`config.mk`:
```
export PLATFORM = sky130hd
export DESIGN_NAME = hba_div_cell
export DESIGN_NICKNAME = d
export VERILOG_FILES = /design/src/rtl/hba_pkg.sv /design/src/rtl/hba_div_cell.sv
export SDC_FILE = /design/constraint.sdc
export NUM_CORES = 1
export LEC_CHECK = 0
export ABC_CLOCK_PERIOD_IN_PS = 6210
export BUFFER_PORTS_ARGS = -buffer_cell sky130_fd_sc_hd__buf_2
export CAP_MARGIN = 10
export CORE_AREA = 3 3 212 214
export CTS_CLUSTER_SIZE = 28
export DETAILED_ROUTE_END_ITERATION = 7
export DIE_AREA = 0 0 215 217
export PLACE_DENSITY = 0.68
export SYNTH_ARGS = -nofsm -noshare
export SYNTH_HDL_FRONTEND = slang
export SYNTH_SLANG_ARGS = --single-unit
```
`constraint.sdc`:
```
create_clock -name clk -period 6.21 [get_ports clk]
set_input_delay 0.3105 -clock clk [delete_from_list [all_inputs] [get_ports clk]]
set_output_delay 0.3105 -clock clk [all_outputs]
set_load 0.02 [all_outputs]
```
`src/rtl/hba_pkg.sv`:
```
// shared constants, codes and pipeline types for the histogram bin arithmetic block
package hba_pkg;

  // number format
  localparam int WORD_BITS = 32;
  localparam int FRAC_BITS = 16;
  localparam int ERR_BITS  = WORD_BITS - 1;
  localparam int FUNC_BITS = 3;
  localparam int STAT_BITS = 2;

  // divider row: one quotient bit per cell
  localparam int DIV_BITS  = WORD_BITS + FRAC_BITS;
  localparam int DIV_LANES = 3;

  // root row: one root bit per cell
  localparam int ARG_BITS   = 2 * WORD_BITS;
  localparam int ROOT_BITS  = WORD_BITS;
  localparam int REM_BITS   = ROOT_BITS + 2;
  localparam int SQRT_LANES = 2;

  // decode, divider row, five arithmetic stages, root row, output register
  localparam int STAGES = DIV_BITS + ROOT_BITS + 7;

  // lane numbers
  localparam int LN_QUO = 0;
  localparam int LN_EA  = 1;
  localparam int LN_EB  = 2;
  localparam int LN_ERR = 0;
  localparam int LN_VAL = 1;

  // fixed point constants
  localparam logic [WORD_BITS-1:0] POS_MAX = {1'b0, {(WORD_BITS-1){1'b1}}};
  localparam logic [WORD_BITS-1:0] NEG_MAG = {1'b1, {(WORD_BITS-1){1'b0}}};
  localparam logic [WORD_BITS:0]   ONE_X   =
    {{(WORD_BITS-FRAC_BITS){1'b0}}, 1'b1, {FRAC_BITS{1'b0}}};
  localparam logic [WORD_BITS-1:0] ONE_Q   = ONE_X[WORD_BITS-1:0];

  // operation codes
  typedef enum logic [FUNC_BITS-1:0] {
    FN_ADD  = 3'd0,
    FN_SUB  = 3'd1,
    FN_MUL  = 3'd2,
    FN_DIV  = 3'd3,
    FN_SQRT = 3'd4,
    FN_CLIP = 3'd5
  } func_t;

  // status codes
  localparam logic [STAT_BITS-1:0] ST_OK      = 2'd0;
  localparam logic [STAT_BITS-1:0] ST_SAT     = 2'd1;
  localparam logic [STAT_BITS-1:0] ST_NEGROOT = 2'd2;

  // restoring divider lane: partial remainder and dividend/quotient shift word
  typedef struct packed {
    logic [WORD_BITS-1:0] rem;
    logic [DIV_BITS-1:0]  num;
  } div_lane_t;

  typedef struct packed {
    logic [WORD_BITS-1:0]             dvsr;
    div_lane_t [DIV_LANES-1:0]        lane;
  } div_t;

  // restoring square root lane
  typedef struct packed {
    logic [ARG_BITS-1:0]  arg;
    logic [REM_BITS-1:0]  rem;
    logic [ROOT_BITS-1:0] root;
  } sqrt_lane_t;

  typedef struct packed {
    sqrt_lane_t [SQRT_LANES-1:0] lane;
  } sqrt_t;

endpackage

```
`src/rtl/hba_div_cell.sv`:
```
// one restoring division step on three lanes sharing a divisor
module hba_div_cell (
  input  logic          clk,
  input  logic          en,
  input  hba_pkg::div_t div_in,
  output hba_pkg::div_t div_out
);
  import hba_pkg::*;

  div_t               div_r;
  div_t               div_nxt;
  logic [WORD_BITS:0] part [DIV_LANES];
  logic [WORD_BITS:0] diff [DIV_LANES];
  logic               ge   [DIV_LANES];

  // shift in next dividend bit, subtract divisor when it fits
  always_comb begin
    div_nxt.dvsr = div_in.dvsr;
    for (int k = 0; k < DIV_LANES; k++) begin
      part[k] = {div_in.lane[k].rem, div_in.lane[k].num[DIV_BITS-1]};
      diff[k] = part[k] - {1'b0, div_in.dvsr};
      ge[k]   = part[k] >= {1'b0, div_in.dvsr};
      div_nxt.lane[k].rem = ge[k] ? diff[k][WORD_BITS-1:0] : part[k][WORD_BITS-1:0];
      div_nxt.lane[k].num = {div_in.lane[k].num[DIV_BITS-2:0], ge[k]};
    end
  end

  always_ff @(posedge clk) begin
    if (en) begin
      div_r <= div_nxt;
    end
  end

  assign div_out = div_r;

endmodule

```
Word-level counts from Yosys, hierarchy flattened

Cells that the tools add are included.

$add $sub $neg: 3
Mux-type cells: 3
Order comparisons: 3

Operators by type and width:

| kind                                             | number |
|---|---|
| 33-bit by 32-bit >= comparator with 1-bit output | 3 |
| 32-bit two-way mux                               | 3 |
| 32-bit subtractor                                | 3 |

Input bits: 274
Register bits after elaboration: 272
Logic and storage cells: 16
Output and inout port bits: 272

Longest topological paths before layout

Depth in word-level cells: 2
Mapped depth: 14

Worst setup path before layout

OpenSTA, ideal clock, no wires.

Kind: in2reg
From: in div_in[207] in the netlist's numbering
To: reg div_r, in the netlist div_out[236] (data pin)
Stages: 12
Setup time: 0.262 ns
Arrival time: 2.683 ns
Path slack: 3.264 ns
Cells stage by stage: inv_1 ha_1 fa_1 nand2b_1 a21oi_1 o211ai_1 a21oi_1 a31oi_1 o31ai_1 a31oi_1 xnor2_1 mux2_1

RTL lines:

| element              | line               | RTL |
|---|---|---|
| start, declared      | hba_div_cell.sv:5  | `input hba_pkg::div_t div_in,` |
| end signal, assigned | hba_div_cell.sv:30 | `div_r <= div_nxt;` |
| end, declared        | hba_div_cell.sv:10 | `div_t div_r;` |

==> impl_metrics.env <==
export IMPL_hold_ws_ps=44.5
export IMPL_cts_tree="built"
export IMPL_maxClockFrequency_ghz=0.257
export IMPL_maxCapViolCount=0
export IMPL_die_y_um=217
export IMPL_cellPowerDensity_nw_per_um2=282
export IMPL_rows=76
export IMPL_dieArea_um2=46700
export IMPL_slew_limit_headroom_pct=12.8
export IMPL_cp_start_kind="input pin"
export IMPL_maximum_net_fanout_on_the_critical_path=36
export IMPL_detail_route_drc_violations=0
export IMPL_fillCellCount=3931
export IMPL_synth_cell_area_um2=14500
export IMPL_setup_violations=0
export IMPL_via_per_inst=5.07
export IMPL_wirelength_mm=60.5
export IMPL_place_hpwl_mm=47.3
export IMPL_ys_seq_area_share_pct=56.3
export IMPL_smallest_setup_slack_after_layout_ps=2320
export IMPL_wire_length_of_the_first_global_routing_pass_mm=86.4
export IMPL_place_ws_ps=2150
export IMPL_sort_of_element_at_the_end_of_the_critical_path="flip-flop"
export IMPL_antenna_violations_before_repair=7
export IMPL_proportion_of_register_bits_with_asynchronous_set_or_reset_after_synthesis_pct=0
export IMPL_multi_input_area_um2=5880
export IMPL_grt_overflow=0
export IMPL_grt_util_all_layers_pct=24.8
export IMPL_synth_warnings=0
export IMPL_min_delay_path_class="input pin to flip-flop"
export IMPL_number_of_levels_the_h_tree_was_split_into=2
export IMPL_dr_total_vias=13000
export IMPL_highest_ir_drop_seen_on_vdd_mv=0.192
export IMPL_avgSynthCellArea_um2=11.7
export IMPL_drt_pre_antenna_iters=5
export IMPL_cts_repair_resized=0
export IMPL_synth_top_flop_cell="edfxtp_1"
export IMPL_ioPinCount=546
export IMPL_final_min_period_over_clock_period_pct=62.6
export IMPL_via_count_of_the_first_global_routing_pass=13200
export IMPL_timing_final_max_slew_violations=0
export IMPL_synth_enable_flop_cells=272
export IMPL_count_of_input_and_output_buffers=545
export IMPL_cellLeakagePower_nw=8.88
export IMPL_report_final_hold_viol_count=0
export IMPL_core_um2=43100
export IMPL_synth_cell_type_count=74
export IMPL_syn2layout_area_growth_pct=41.9
export IMPL_max_clock_path_buffers=3
export IMPL_finalCriticalPeriod_ps=3890
export IMPL_post_route_cells_drive_above_1_share_pct=31.8
export IMPL_largest_reg_flops=272
export IMPL_layout_common_cells="buf_2 (544), edfxtp_1 (272), dlygate4sd3_1 (170)"
export IMPL_final_setup_tns_ps=0
export IMPL_grt_start_max_net_pins=185
export IMPL_numCtsBuffers=34
export IMPL_final_common_cell="buf_2"
export IMPL_data_arrival_time_of_the_critical_path_ps=4170
export IMPL_drtAntennaViolNets=0
export IMPL_route_detailed_wl_per_inst_um=23.6
export IMPL_clk_sinks=272
export IMPL_floorplan_die_width_um=215
export IMPL_synthesis_instances=1240
export IMPL_final_net_count=2324
export IMPL_postSynthNetCount=1613
export IMPL_clkSlewWorstSetupHoldPaths_ps=60
export IMPL_synth_seq_cells=272
export IMPL_clock_root_buffer="clkbuf_16"
export IMPL_max_slew_worst_pin_slew_ps=1310
export IMPL_status="finished, final reports clean"
export IMPL_drt_iter0_drc=839
export IMPL_rsz_0062_raised_after_global_routing="no"
export IMPL_critPathRequiredTime_ps=6490
export IMPL_area_sequential_um2=8170
export IMPL_final_gp_congestion=0.923
export IMPL_critPathKind="input pin to flip-flop"
export IMPL_initial_utilization_pct=33.7
-- synthesized netlist by cell type, types with 20 or more instances --
| master | instances | area (µm²) |
|---|---|---|
| nand3_1 | 25 | 125 |
| a21oi_1 | 105 | 526 |
| ha_1 | 96 | 1200 |
| o21ai_0 | 93 | 465 |
| xnor2_1 | 49 | 429 |
| nand4_1 | 20 | 125 |
| edfxtp_1 | 272 | 8170 |
| nor2_1 | 66 | 248 |
| clkbuf_1 | 25 | 93.8 |
| nand2_1 | 127 | 477 |
| a21o_1 | 35 | 263 |
| inv_1 | 60 | 225 |
| xor2_1 | 32 | 280 |
-- logic make-up after synthesis --
kind of cell | count (synthesis) | synth area share, %
simple gates | 303 | 9.54
mux | 15 | 1.16
buf+inv | 106 | 3.17
xor+xnor | 81 | 4.89
compound gates | 364 | 16.2
flops | 272 | 56.3
fa+ha+maj | 99 | 8.70
-- per-layer routing --
layer / vias to the layer above / wire length [µm] / global-route usage [%]
li1: 6084 / - / -
met1: 6316 / 23100 / 28.2
met2: 503 / 32000 / 46.8
met3: 86 / 3510 / 4.82
met4: 8 / 1890 / 7.87
met5: - / 46 / 0
-- metrics by stage --
stage / power [mW] / instance area (µm²) / utilization (%) / instances
floorplan: 3.22 / 14500 / - / 1240
global placement: 3.79 / 17800 / 41.3 / 2330
detailed placement: 3.80 / 17800 / 41.3 / 2330
CTS: 5.86 / 20600 / 47.8 / 2560
global route: 6.04 / 20600 / 47.8 / 2561
finish: 5.80 / 20600 / 47.8 / 2562
-- path summary, 6_finish.rpt --
path / from / to / slack [ps] / depth (start not counted)
worst min-delay path: div_in[271] / div_out[271] / 40 / 1
worst max-delay path: div_in[250] / div_out[214] / 2320 / 12
-- critical path, cell delays in order --
cell           delay [ps]
dlygate4sd3_1         550
buf_2                 120
inv_1                 140
ha_1                  430
a21oi_1               100
o21ai_0               370
inv_1                 140
a31oi_4               230
nand4_2               190
o31ai_4               700
buf_4                 480
mux2_2                380
-- repair_timing --
action | in CTS | in global routing
setup endpoints to repair | 0 | 0
hold buffers | 170 | 0
buffers inserted | 0 | 0
hold endpoints to repair | 170 | 0
-- power breakdown --
| part | switching, mW | total (mW) | internal [mW] |
|---|---|---|---|
| combinational | 0.964 | 1.53 | 0.561 |
| sequential | 0.0622 | 2.34 | 2.27 |
| clock | 0.817 | 1.94 | 1.12 |
-- final cells by class --
type	instances	area share, %
antenna	2	0.0243
clock buffer	39	4.33
clock inverter	21	0.894
inverter	61	1.11
multi-input combinational	862	28.6
sequential	272	39.7
tap	585	3.56
timing repair buffer	720	21.8
Note: power is estimated with default switching activity, not from simulation.
