===== src/rtl/hba_pkg.sv =====
// shared constants, codes and pipeline types for the histogram bin arithmetic block
package hba_pkg;

  // number format
  localparam int WORD_BITS = 32;
  localparam int FRAC_BITS = 16;
  localparam int ERR_BITS  = WORD_BITS - 1;
  localparam int FUNC_BITS = 3;
  localparam int STAT_BITS = 2;

  // divider row: one quotient bit per cell
  localparam int DIV_BITS  = WORD_BITS + FRAC_BITS;
  localparam int DIV_LANES = 3;

  // root row: one root bit per cell
  localparam int ARG_BITS   = 2 * WORD_BITS;
  localparam int ROOT_BITS  = WORD_BITS;
  localparam int REM_BITS   = ROOT_BITS + 2;
  localparam int SQRT_LANES = 2;

  // decode, divider row, five arithmetic stages, root row, output register
  localparam int STAGES = DIV_BITS + ROOT_BITS + 7;

  // lane numbers
  localparam int LN_QUO = 0;
  localparam int LN_EA  = 1;
  localparam int LN_EB  = 2;
  localparam int LN_ERR = 0;
  localparam int LN_VAL = 1;

  // fixed point constants
  localparam logic [WORD_BITS-1:0] POS_MAX = {1'b0, {(WORD_BITS-1){1'b1}}};
  localparam logic [WORD_BITS-1:0] NEG_MAG = {1'b1, {(WORD_BITS-1){1'b0}}};
  localparam logic [WORD_BITS:0]   ONE_X   =
    {{(WORD_BITS-FRAC_BITS){1'b0}}, 1'b1, {FRAC_BITS{1'b0}}};
  localparam logic [WORD_BITS-1:0] ONE_Q   = ONE_X[WORD_BITS-1:0];

  // operation codes
  typedef enum logic [FUNC_BITS-1:0] {
    FN_ADD  = 3'd0,
    FN_SUB  = 3'd1,
    FN_MUL  = 3'd2,
    FN_DIV  = 3'd3,
    FN_SQRT = 3'd4,
    FN_CLIP = 3'd5
  } func_t;

  // status codes
  localparam logic [STAT_BITS-1:0] ST_OK      = 2'd0;
  localparam logic [STAT_BITS-1:0] ST_SAT     = 2'd1;
  localparam logic [STAT_BITS-1:0] ST_NEGROOT = 2'd2;

  // restoring divider lane: partial remainder and dividend/quotient shift word
  typedef struct packed {
    logic [WORD_BITS-1:0] rem;
    logic [DIV_BITS-1:0]  num;
  } div_lane_t;

  typedef struct packed {
    logic [WORD_BITS-1:0]             dvsr;
    div_lane_t [DIV_LANES-1:0]        lane;
  } div_t;

  // restoring square root lane
  typedef struct packed {
    logic [ARG_BITS-1:0]  arg;
    logic [REM_BITS-1:0]  rem;
    logic [ROOT_BITS-1:0] root;
  } sqrt_lane_t;

  typedef struct packed {
    sqrt_lane_t [SQRT_LANES-1:0] lane;
  } sqrt_t;

endpackage


===== src/rtl/hba_sqrt_cell.sv =====
// one restoring square root step on two lanes
module hba_sqrt_cell (
  input  logic           clk,
  input  logic           en,
  input  hba_pkg::sqrt_t sq_in,
  output hba_pkg::sqrt_t sq_out
);
  import hba_pkg::*;

  sqrt_t               sq_r;
  sqrt_t               sq_nxt;
  logic [REM_BITS+1:0] part  [SQRT_LANES];
  logic [REM_BITS+1:0] trial [SQRT_LANES];
  logic [REM_BITS+1:0] diff  [SQRT_LANES];
  logic                ge    [SQRT_LANES];

  // bring down two argument bits, try root*4+1
  always_comb begin
    for (int k = 0; k < SQRT_LANES; k++) begin
      part[k]  = {sq_in.lane[k].rem, sq_in.lane[k].arg[ARG_BITS-1 -: 2]};
      trial[k] = {2'b00, sq_in.lane[k].root, 2'b01};
      diff[k]  = part[k] - trial[k];
      ge[k]    = part[k] >= trial[k];
      sq_nxt.lane[k].rem  = ge[k] ? diff[k][REM_BITS-1:0] : part[k][REM_BITS-1:0];
      sq_nxt.lane[k].root = {sq_in.lane[k].root[ROOT_BITS-2:0], ge[k]};
      sq_nxt.lane[k].arg  = {sq_in.lane[k].arg[ARG_BITS-3:0], 2'b00};
    end
  end

  always_ff @(posedge clk) begin
    if (en) begin
      sq_r <= sq_nxt;
    end
  end

  assign sq_out = sq_r;

endmodule


===== config.mk =====
export PLATFORM = sky130hd
export DESIGN_NAME = hba_sqrt_cell
export DESIGN_NICKNAME = d
export VERILOG_FILES = /design/src/rtl/hba_pkg.sv /design/src/rtl/hba_sqrt_cell.sv
export SDC_FILE = /design/constraint.sdc
export NUM_CORES = 1
export LEC_CHECK = 0
export ABC_CLOCK_PERIOD_IN_PS = 3980
export BUFFER_PORTS_ARGS = -buffer_cell sky130_fd_sc_hd__buf_2
export CORE_AREA = 2 2 201 203
export DETAILED_ROUTE_END_ITERATION = 10
export DIE_AREA = 0 0 203 205
export GPL_TIMING_DRIVEN = 0
export PLACE_DENSITY = 0.69
export SYNTH_ARGS = -nofsm -noshare
export SYNTH_HDL_FRONTEND = slang
export SYNTH_SLANG_ARGS = --single-unit

===== constraint.sdc =====
create_clock -name clk -period 3.98 [get_ports clk]
set_input_delay 1.194 -clock clk [delete_from_list [all_inputs] [get_ports clk]]
set_output_delay 1.194 -clock clk [all_outputs]
set_load 0.005 [all_outputs]

* After elaboration in Yosys (flattened, before gate mapping)
Index checks and enable logic that the tools add are counted.
** Word-level totals
- Register bits :: 256
- Latch bits :: 0
- Bits in writable memories :: 0
- ROM bits :: 0
- Bits of input ports :: 262
- Output and inout port bits :: 260
- Logic and storage cells :: 12
- Memories kept :: 0
** Cells by class
- Add/sub/neg operators :: 2
- $mul :: 0
- Divide/modulo/power cells :: 0
- Magnitude comparators :: 2
- Equality and inequality tests :: 0
- Shift-type cells :: 0
- Muxes and demuxes :: 2
- Bitwise logic cells :: 0
- Reduce and logical (&&, ||, !) cells :: 0
** Operator list (count)
- 36-bit by 34-bit >= comparator with 1-bit output :: 2
- 34-bit 2-to-1 mux :: 2
- 34-bit subtractor :: 2

* Logic depth before layout (Yosys ltp)
Gate-level depths: netlist (run 1).
- Depth in word-level cells :: 2
- Depth in mapped cells :: 13
- Depth with buffers taken out :: 11

* Worst setup path before layout (run 1)
No wires, ideal clock.
- Kind :: input-to-reg
- From :: input port sq_in[23] in the netlist's numbering
- To :: register sq_r (netlist bit sq_out[58]) (data pin)
- Setup time :: 0.260 ns
- Data arrival time :: 3.412 ns
- Data required time :: 3.720 ns
- Setup slack :: 0.308 ns
- Stages on the path :: 12
- Buffers on the path :: 2
- Cells stage by stage :: inv_1 -> ha_1 -> clkbuf_1 -> a21o_1 -> a21o_1 -> a21oi_2 -> nor2_1 -> a2111oi_2 -> o31ai_2 -> o21ai_2 -> buf_6 -> mux2_2
** RTL lines
- start, declared :: line hba_sqrt_cell.sv:5 : input hba_pkg::sqrt_t sq_in,
- end signal, assigned :: line hba_sqrt_cell.sv:32 : sq_r <= sq_nxt;
- end, declared :: line hba_sqrt_cell.sv:10 : sqrt_t sq_r;

==> run_results.csv, run 1 <==
group,metric,value,unit
final_layout,area.growth.synth_to_final,34.07,%
global_routing,grt_util_met2,30.12,%
synth,synth-edff-count,256,
routing,wirelength,39120,um
final_layout,finalNetCount,1839,
global_routing,gr-usage-met1,21.15,%
sta,transition_at_the_pin_with_the_smallest_max_transition_slack,0.8292,ns
synth,postSynthRegisterBits,256,
power,total_power,7512,uW
sta,maxSlewHeadroom,43.29,%
die,floorplan.die_area,41620,um^2
final_layout,largest_register_ffs,256,
global_routing,globalRoute.totalOverflow,0,
clock_network,cts_resized,0,
synth,synth_top_cells_by_area,"sky130_fd_sc_hd__edfxtp_1 (61%), sky130_fd_sc_hd__ha_1 (6.8%), sky130_fd_sc_hd__a21oi_1 (3.1%), sky130_fd_sc_hd__xnor2_1 (2.8%), sky130_fd_sc_hd__mux2_1 (2.7%)",
hold_path,hold-path-endpoint,"sq_out[84]$_DFFE_PP_",
global_routing,antenna_found_initial,11,
hold_path,min_path_cells,1,
synth,syn_avg_cell_area,13.18,um^2
synth,sequential_element_share_of_the_synthesized_area,60.99,%
routing,post_drt_via_cell_ratio,4.769,
synth,cell_type_with_the_highest_aggregate_area_in_the_netlist,"sky130_fd_sc_hd__edfxtp_1",
global_routing,grt_max_degree,100,
sta,rsz0062_at_grt,"no",
global_routing,first_global_vias,9705,
sta,fin_ws,0.2544,ns
setup_path,setup.worst_path.class,"in -> reg",
power,worst_ir_drop_vdd,0.2767,mV
power,power_per_cell_area,444.5,nW/um^2
hold_path,hold_start,"sq_in[82]",
clock_network,postCtsSetupBuffers,0,
synth,synth_area,12600,um^2
routing,route.detailed.drc,0,
synth,yosysWarnings,0,
die,die_width,203,um
setup_path,timing.critical_path.required,4.29,ns
setup_path,crit_path_max_fanout,10,
routing,detail_route.wl_per_cell,18.96,um
place,place_congestion,0.9185,
die,rows,73,
status,outcome,"finished clean",
sta,timing.final.max_slew_violations,0,
place,dpl_worst_slack,-0.2488,ns
global_routing,gr-usage-all-layers,17.51,%
routing,drt_first_pass_iters,7,
die,die_y,205,um
clock_network,number_of_hold_buffers_added_after_cts,0,
die,core_area,39370,um^2
routing,drt_first_iter_violations,475,
clock_network,cts-root-buf,"sky130_fd_sc_hd__clkbuf_16",
clock_network,max-clock-path-buffers,3,
job,cap_violations,0,
synth,synthArstFlopShare,0,%
place,detailedPlacementHpwl,31040,um
place,buffer_ports.inserted,517,
clock_network,numCtsBuffers,29,
sta,report.final.setup_viol,0,
synth,synth_cell_type_count,76,
setup_path,startpoint_type,"primary input",
synth,post-synth-top-area-fraction,60.99,%
synth,ys_dominant_reg_cell,"sky130_fd_sc_hd__edfxtp_1",
routing,final_antenna_net_count,0,
global_routing,grt_first_pass_wirelength,55820,um
sta,final-hold-violation-count,0,
clock_network,tritoncts,"built",
hold_path,min-delay-path-class,"in -> reg",
sta,min_period,3.726,ns
routing,detailroute.via_count,9839,
sta,period_share,93.61,%
setup_path,setup.worst_path.end_class,"register",
power,leakagePower,0.007465,uW
die,ios,522,
sta,whs,0.7978,ns
die,initial_util,32.02,%
final_layout,layout_cells_sized_above_1,41.19,%
sta,fmax,0.2684,GHz
setup_path,cp.arrival,4.03,ns
clock_network,cts.htree.levels,1,
synth,synthesis.instances,956,
global_routing,grt_use_met3,4.057,%
global_routing,grt.busiest_layer,"met2",
clock_network,worst_setup_hold_path_clk_slew,0.07,ns
clock_network,cts_num_sinks,256,
## worst max-delay path by stage
stage               startpoint                    end
global placement            en  sq_out[103]$_DFFE_PP_
global route          sq_in[4]   sq_out[59]$_DFFE_PP_
CTS                   sq_in[4]   sq_out[59]$_DFFE_PP_
floorplan            sq_in[23]   sq_out[58]$_DFFE_PP_
detailed placement    sq_in[4]   sq_out[59]$_DFFE_PP_
finish                sq_in[9]   sq_out[59]$_DFFE_PP_
## per-layer routing
layer / routed length, um / vias up
met3: 3173 / 68
met1: 15380 / 4664
met5: 35 / -
met2: 19220 / 443
li1: - / 4658
met4: 1310 / 6
## logic make-up (layout without fill, tap and decap cells)
logic type               Yosys count  in the layout  synth area share [%]
AND/OR/NAND/NOR                  178            178                 6.890
other                              1             10               0.02975
flip-flops                       256            256                 60.99
XOR/XNOR                          59             59                 4.100
multiplexers                      44             44                 4.090
AO/OA/AOI/OAI                    232            232                 12.89
adder cells (fa/ha/maj)           68             68                 6.751
buffers and inverters            118            691                 4.259
## metrics by stage
step / TNS, ns / util (%) / cells / instance area [um^2]
final: 0 / 42.92 / 2063 / 16900
after global routing: 0 / 42.92 / 2062 / 16900
after CTS: 0 / 42.89 / 2057 / 16880
after detailed placement: -6.774 / 40.45 / 2003 / 15920
after global placement: -484.80 / 40.29 / 2001 / 15860
after floorplan: 0 / - / 959 / 12610
## critical path, stage by stage
cell                       delay [ns]
sky130_fd_sc_hd__buf_2           0.09
sky130_fd_sc_hd__inv_1           0.04
sky130_fd_sc_hd__ha_1            0.41
sky130_fd_sc_hd__nand4_1         0.12
sky130_fd_sc_hd__nor2_1          0.34
sky130_fd_sc_hd__o311ai_2        0.22
sky130_fd_sc_hd__a21oi_2         0.26
sky130_fd_sc_hd__o21ai_1         0.10
sky130_fd_sc_hd__and3_1          0.18
sky130_fd_sc_hd__o31ai_2         0.26
sky130_fd_sc_hd__o21ai_2         0.23
sky130_fd_sc_hd__buf_6           0.23
sky130_fd_sc_hd__mux2_1          0.34
## power breakdown
| group | leakage [uW] | switching (uW) | internal (uW) |
|---|---|---|---|
| Clock | 0.000467 | 1140 | 1560 |
| Sequential | 0.00251 | 72.9 | 3310 |
| Combinational | 0.00449 | 776 | 656 |
## cells in the mapped netlist, drive strengths merged (8+ instances only)
library cell and count:
clkbuf 9, xnor2 40, nor2 65, nand2 37, nand4 14, nand2b 8, buf 20, mux2 42
nor2b 8, edfxtp 256, a21oi 88, inv 89, ha 68, a21o 32, nand3 12, o21bai 9
o21ai 41, xor2 19
## cell usage in the layout, fill, tap and decap left out, drive strengths merged, types with 3 or more instances in the layout
| cell type | count |
|---|---|
| conb | 4 |
| nand4 | 14 |
| mux2 | 42 |
| and2 | 5 |
| nor3 | 7 |
| a21o | 32 |
| clkbuf | 44 |
| nand2b | 8 |
| o21ai | 41 |
| o31ai | 6 |
| ha | 68 |
| a31oi | 7 |
| nand2 | 37 |
| inv | 93 |
| o2111ai | 3 |
| o211ai | 7 |
| o311ai | 4 |
| xnor2 | 40 |
| a21oi | 88 |
| o21a | 7 |
| a211oi | 4 |
| o221a | 3 |
| a21boi | 4 |
| o21bai | 9 |
| clkinv | 11 |
| xor2 | 19 |
| buf | 539 |
| diode | 6 |
| nor2 | 65 |
| or3 | 5 |
| and3 | 4 |
| bufinv | 3 |
| edfxtp | 256 |
| nand3 | 12 |
| nor2b | 8 |
| o31a | 3 |
## layout make-up
cell class,count,area [um^2]
clock buffer,35,748.2
buffer,29,202.7
fill,3693,22470
timing repair buffer,519,2653
multi-input combinational,585,4390
clock inverter,19,210.2
sequential,256,7687
antenna,6,15.01
tap,525,656.9
inverter,89,334.1
(Power assumes the default switching activity.)
==> run 2: changes to the inputs <==
- ABC_AREA: not set -> 1
- CORE_AREA: 2 2 201 203 -> 2 2 202 204
- DIE_AREA: 0 0 203 205 -> 0 0 204 206
- PLACE_DENSITY: 0.69 -> not set
==> run 2 against run 1 <==
Synthesized cell count up 62%. Combinational power is 5% higher. Non-clock buffer count down 13. Core utilization is 2.1 points higher. Via count rose by 24%. Final cell count increased by 29%.
==> run_results.csv, run 2 <==
group,metric,value,unit
die,die_width,204,um
routing,post_drt_via_cell_ratio,4.573,
global_routing,globalRoute.totalOverflow,0,
routing,detailroute.via_count,12155,
final_layout,ff_latch_area,7687,um^2
sta,report.final.setup_viol,0,
synth,post-synth-top-area-fraction,55.65,%
sta,transition_at_the_pin_with_the_smallest_max_transition_slack,0.7131,ns
power,intPower,5411,uW
setup_path,setup.worst_path.end_class,"register",
final_layout,finalNetCount,2431,
power,total_power,7502,uW
synth,yosysWarnings,0,
synth,postSynthRegisterBits,256,
clock_network,max-clock-path-buffers,3,
synth,synthArstFlopShare,0,%
setup_path,crit_path_max_fanout,10,
power,p_sw_share,27.87,%
setup_path,master_of_the_slowest_instance_on_the_critical_path,"sky130_fd_sc_hd__ha_1",
synth,synth_cell_type_count,28,
routing,drt_first_pass_iters,5,
clock_network,cts.htree.levels,1,
die,core_area,40180,um^2
final_layout,fillers,4045,
setup_path,cp.arrival,3.30,ns
sta,fmax,0.3343,GHz
synth,synth_top_cells_by_area,"sky130_fd_sc_hd__edfxtp_1 (56%), sky130_fd_sc_hd__nand2_1 (15%), sky130_fd_sc_hd__inv_1 (7.6%), sky130_fd_sc_hd__ha_1 (6.2%), sky130_fd_sc_hd__nand3_1 (2.9%)",
clock_network,cts_num_sinks,256,
power,leakagePower,0.009211,uW
power,worst_ir_drop_vdd,0.3206,mV
sta,period_share,75.17,%
final_layout,largest_register_ffs,256,
final_layout,multiInputGateArea,4931,um^2
setup_path,critical_path.most_common_cell,"sky130_fd_sc_hd__nand2_1",
routing,detail_route.wl_per_cell,17.13,um
die,rows,74,
global_routing,antenna_found_initial,8,
global_routing,first_global_vias,11666,
place,buffer_ports.inserted,517,
die,floorplan.die_area,42020,um^2
routing,wirelength,45530,um
status,outcome,"finished clean",
power,clock_power_share,35.2,%
hold_path,min-delay-path-class,"in -> reg",
setup_path,startpoint_type,"primary input",
setup_path,timing.critical_path.max_delay_family,"simple AND/OR/NAND/NOR gates",
global_routing,grt_max_degree,131,
die,die_y,206,um
sta,rsz0062_at_grt,"no",
power,net-switching-power,2091,uW
clock_network,cts-root-buf,"sky130_fd_sc_hd__clkbuf_16",
final_layout,area.growth.synth_to_final,30.96,%
clock_network,postCtsSetupBuffers,0,
synth,synthMostInstantiatedCell,"sky130_fd_sc_hd__nand2_1",
sta,min_period,2.992,ns
place,detailedPlacementHpwl,37530,um
global_routing,gr-usage-all-layers,20.91,%
clock_network,tritoncts,"built",
synth,synth-edff-count,256,
final_layout,final_design_area_no_fill,18090,um^2
die,ios,522,
clock_network,cts_resized,0,
global_routing,grt_first_pass_wirelength,67040,um
synth,synth_area,13810,um^2
setup_path,timing.critical_path.required,4.29,ns
synth,syn_avg_cell_area,8.923,um^2
place,dpl_cell_area,17140,um^2
setup_path,setup.worst_path.start,"sq_in[17]",
power,power_per_cell_area,414.7,nW/um^2
routing,final_antenna_net_count,0,
clock_network,numCtsBuffers,29,
setup_path,setup.worst_path.class,"in -> reg",
setup_path,timing.critical_path.buf_inv,5,
synth,cell_type_with_the_highest_aggregate_area_in_the_netlist,"sky130_fd_sc_hd__edfxtp_1",
final_layout,layout_cells_sized_above_1,28.92,%
clock_network,worst_setup_hold_path_clk_slew,0.06,ns
sta,maxSlewHeadroom,52.46,%
synth,ys_dominant_reg_cell,"sky130_fd_sc_hd__edfxtp_1",
hold_path,hold_start,"sq_in[81]",
synth,sequential_element_share_of_the_synthesized_area,55.65,%
final_layout,final_cell_mix,"sky130_fd_sc_hd__nand2_1 (563), sky130_fd_sc_hd__buf_2 (516), sky130_fd_sc_hd__inv_1 (278)",
die,initial_util,34.38,%
sta,final-hold-violation-count,0,
job,cap_violations,0,
synth,synthesis.instances,1548,
synth,ys_top_cells_by_count,"sky130_fd_sc_hd__nand2_1 (563), sky130_fd_sc_hd__inv_1 (278), sky130_fd_sc_hd__edfxtp_1 (256)",
place,place_congestion,0.9357,
power,power.sequential.fraction,44.8,%
setup_path,crit_path_max_incr_delay,0.36,ns
setup_path,crit_chain,"buf_2 > inv_1 > ha_1 > nand2_1 > inv_1 > nand2_1 > nand2_1 > inv_1 > nand2_1 > a21oi_1 > nand2_1 > nand2_1 > nand2_4 > buf_4 > nand3_1 > nand2_1",
final_layout,layout.cells.most_common,"sky130_fd_sc_hd__nand2_1",
power,power.share.combinational,20.0,%
routing,route.detailed.drc,0,
clock_network,number_of_hold_buffers_added_after_cts,0,
routing,drt_first_iter_violations,684,
sta,timing.final.max_slew_violations,0,
[run 2: cell types whose count changed after synthesis, moves of 12 or more]
cell / previous run / this run
sky130_fd_sc_hd__a21o_1: 32 / 0
sky130_fd_sc_hd__mux2_1: 30 / 0
sky130_fd_sc_hd__nand3_1: 12 / 79
sky130_fd_sc_hd__inv_1: 89 / 278
sky130_fd_sc_hd__a21oi_1: 78 / 51
sky130_fd_sc_hd__xnor2_1: 40 / 5
sky130_fd_sc_hd__nand2_2: 0 / 15
sky130_fd_sc_hd__xor2_1: 19 / 31
sky130_fd_sc_hd__o21ai_1: 13 / 0
sky130_fd_sc_hd__nand2_1: 37 / 563
sky130_fd_sc_hd__nor2_1: 64 / 100
[run 2: worst paths after layout]
path	end	slack [ns]	cells past startpoint
worst min-delay path	sq_out[83]$_DFFE_PP_	0.80	1
worst max-delay path	sq_out[63]$_DFFE_PP_	0.99	16
[run 2: through the flow]
stage               std cells  setup WS, ns  hold slack [ns]  utilization, %  setup TNS (ns)
floorplan                1551         1.132            1.293               -               0
global placement         2600        -1.900            1.371           42.50         -473.17
detailed placement       2602        0.4318            1.372           42.66               0
CTS                      2655         1.063           0.7504           45.00               0
global route             2656        0.8452           0.7603           45.01               0
finish                   2658        0.9883           0.7961           45.02               0
[run 2: routing by layer]
metal,vias up,GRT usage [%],wire length [um]
met5,-,0,27
met4,4,5.072,817
met1,5628,27.63,19760
li1,6040,-,-
met2,429,35.82,21710
met3,54,3.437,3215
[run 2: power groups by stage]
| stage | Sequential [uW] | Combinational (uW) | Clock (uW) |
|---|---|---|---|
| 2_1_floorplan | 3460 | 712 | 0 |
| 3_3_place_gp | 3430 | 1480 | 0 |
| 3_5_place_dp | 3420 | 1500 | 0 |
| 4_1_cts | 3370 | 1500 | 2750 |
| 5_1_grt | 3390 | 1680 | 2810 |
| 6_report | 3360 | 1500 | 2640 |
[run 2: layout make-up]
class / instances / area share (%)
inverter: 281 / 5.858
buffer: 16 / 0.8092
antenna: 3 / 0.04150
clock inverter: 20 / 1.100
sequential: 256 / 42.50
timing repair buffer: 519 / 14.66
clock buffer: 33 / 4.095
tap: 532 / 3.680
multi-input combinational: 998 / 27.26
[run 2: cells by family (layout without fill, tap and decap cells)]
group	count (synthesis)	count (layout)	share of synthesized area (%)
buf+inv	297	869	8.732
fa+ha+maj	68	68	6.159
flops	256	256	55.65
other cells	1	7	0.02715
simple gates	807	807	23.99
compound gates	83	83	3.161
xor+xnor	36	36	2.283
==> run 3: changes to the inputs <==
- ABC_AREA: 1 -> 0
- ABC_CLOCK_PERIOD_IN_PS: 3980 -> 2750
- CORE_AREA: 2 2 202 204 -> 2 2 206 208
- DIE_AREA: 0 0 204 206 -> 0 0 208 210
- clock period: 3.98 -> 2.75 ns (I/O delays scaled with it)
==> run 3 against run 2 <==
The run now ends with setup timing left. Sequential share of layout area is 1.4 points lower. Hold slack worse by 0.39 ns. Design area is 3.4% higher. Core utilization is 0.068 points higher. Clock power is 58% higher. Critical path depth is 4 lower. Flip-flop and latch count stayed put. Die area is 3.9% higher. Worst setup slack worse by 1.1 ns. Final cell count is 20% lower. Via count is 17% lower. Critical path type unchanged. Largest power group unchanged. Highest routed layer unchanged.
==> run_results.csv, run 3 (synthesis results as in run 1) <==
group,metric,value,unit
sta,report.final.setup_viol,44,
clock_network,worst_setup_hold_path_clk_slew,0.07,ns
sta,whs,0.4090,ns
routing,route.detailed.drc,0,
die,ios,522,
setup_path,timing.critical_path.required,3.09,ns
power,clock_power_share,35.8,%
final_layout,finalNetCount,1889,
die,die_width,208,um
clock_network,cts.htree.levels,1,
global_routing,first_global_vias,10107,
status,outcome,"complete, but fails checks",
routing,detailroute.via_count,10046,
sta,period_share,103.8,%
place,buffer_ports.inserted,517,
sta,min_period,2.854,ns
final_layout,fillers,3799,
sta,transition_at_the_pin_with_the_smallest_max_transition_slack,0.7430,ns
global_routing,globalRoute.totalOverflow,0,
setup_path,startpoint_type,"primary input",
power,intPower,8568,uW
place,numPlacedInstances,2017,
power,total_power,11670,uW
place,place_congestion,0.8994,
routing,final_antenna_net_count,0,
die,rows,75,
clock_network,max-clock-path-buffers,3,
job,cap_violations,0,
sta,fin_ws,-0.1035,ns
power,power_per_cell_area,624.2,nW/um^2
routing,post_drt_via_cell_ratio,4.730,
power,power.share.combinational,22.3,%
die,initial_util,30.39,%
final_layout,area.growth.synth_to_final,48.38,%
place,detailedPlacementHpwl,30590,um
global_routing,antenna_found_initial,7,
final_layout,finalNonFillerCells,2124,
sta,rsz0062_at_grt,"yes",
die,floorplan.die_area,43680,um^2
place,dpl_worst_slack,-0.9310,ns
clock_network,tritoncts,"built",
final_layout,final_cell_mix,"sky130_fd_sc_hd__buf_2 (495), sky130_fd_sc_hd__edfxtp_1 (256), sky130_fd_sc_hd__inv_1 (67)",
power,power.sequential.fraction,41.9,%
sta,fmax,0.3504,GHz
power,p_sw_share,26.60,%
power,worst_ir_drop_vdd,0.3999,mV
setup_path,crit_path_max_fanout,3,
hold_path,min-delay-path-class,"in -> reg",
setup_path,setup.worst_path.end_class,"register",
global_routing,grt_first_pass_wirelength,58900,um
routing,drt_first_iter_violations,571,
final_layout,largest_register_ffs,256,
clock_network,numCtsBuffers,31,
power,net-switching-power,3104,uW
clock_network,cts_num_sinks,256,
global_routing,gr-usage-all-layers,17.18,%
routing,wirelength,40280,um
routing,detail_route.wl_per_cell,18.96,um
setup_path,setup.worst_path.class,"in -> reg",
die,core_area,41480,um^2
global_routing,grt_max_degree,128,
sta,totalNegativeSetupSlack,-1.390,ns
routing,drt_first_pass_iters,5,
power,leakagePower,0.008068,uW
clock_network,number_of_hold_buffers_added_after_cts,0,
sta,final-hold-violation-count,0,
setup_path,cp.arrival,3.20,ns
die,die_y,210,um
sta,timing.final.max_slew_violations,0,
final_layout,layout_cells_sized_above_1,53.25,%
final_layout,layout.cells.most_common,"sky130_fd_sc_hd__buf_2",
hold_path,min_path_cells,1,
clock_network,cts-root-buf,"sky130_fd_sc_hd__clkbuf_16",
status,violations,"setup timing",
sta,maxSlewHeadroom,49.18,%
## run 3: changes by cell type in the layout (fill, tap and decap cells not counted), sizes merged, moves of 8 or more
| cell | change |
|---|---|
| clkbuf | +10 |
| inv | -189 |
| xnor2 | +35 |
| buf | +52 |
| nand3 | -69 |
| xor2 | -12 |
| nor2 | -47 |
| a21o | +32 |
| nand2 | -543 |
| nor2b | +8 |
| o21ai | +18 |
| a21oi | +36 |
| nand2b | +8 |
| mux2 | +42 |
## run 3: metal layers
metal / GRT usage [%] / vias to the layer above / share of wire [%]
met5: 0 / - / 0.16
met2: 31.71 / 387 / 52
met4: 4.916 / 10 / 3.2
met1: 19.35 / 4791 / 37
met3: 4.693 / 90 / 7.3
li1: - / 4768 / -
## run 3: power by group through the flow
| stage | combinational, uW | clock [uW] | sequential, uW |
|---|---|---|---|
| final | 2600 | 4180 | 4890 |
| after global placement | 2230 | 0 | 4990 |
| after detailed placement | 2270 | 0 | 4970 |
| after global routing | 2810 | 4460 | 4930 |
| after CTS | 2440 | 4340 | 4890 |
| after floorplan | 1180 | 0 | 5020 |
## run 3: stage by stage
stage	area, um^2	util (%)
2_1_floorplan	13120	-
3_3_place_gp	16380	39.50
3_5_place_dp	16450	39.66
4_1_cts	18060	43.54
5_1_grt	18700	45.07
6_report	18700	45.09
## run 3: cell type report
type                       count  area, um^2  area share (%)
antenna                        2       5.005         0.02676
buffer                        23       274.0           1.465
clock buffer                  35       790.8           4.229
clock inverter                22       252.7           1.352
inverter                      89       366.6           1.960
multi-input combinational    586        5338           28.54
sequential                   256        7687           41.11
tap                          539       674.4           3.606
timing repair buffer         572        3312           17.71
## run 3: what timing repair did
item	CTS	global route
gates cloned	2	4
setup buffers	19	30
endpoints found under the setup margin	67	68
resized for setup	95	106
pin swaps	28	37
## run 3: final timing paths
path	endpoint	start	slack [ns]
min	sq_out[94]$_DFFE_PP_	sq_in[92]	0.41
max	sq_out[65]$_DFFE_PP_	sq_in[16]	-0.10
## run 3: worst max-delay path: stages
cell                       delay [ns]
sky130_fd_sc_hd__buf_8           0.10
sky130_fd_sc_hd__inv_4           0.05
sky130_fd_sc_hd__ha_4            0.21
sky130_fd_sc_hd__a21oi_4         0.18
sky130_fd_sc_hd__o21a_1          0.21
sky130_fd_sc_hd__o21ai_2         0.09
sky130_fd_sc_hd__a221oi_4        0.36
sky130_fd_sc_hd__o311ai_4        0.22
sky130_fd_sc_hd__o31ai_4         0.37
sky130_fd_sc_hd__buf_4           0.18
sky130_fd_sc_hd__o211ai_1        0.11
sky130_fd_sc_hd__mux2_4          0.29
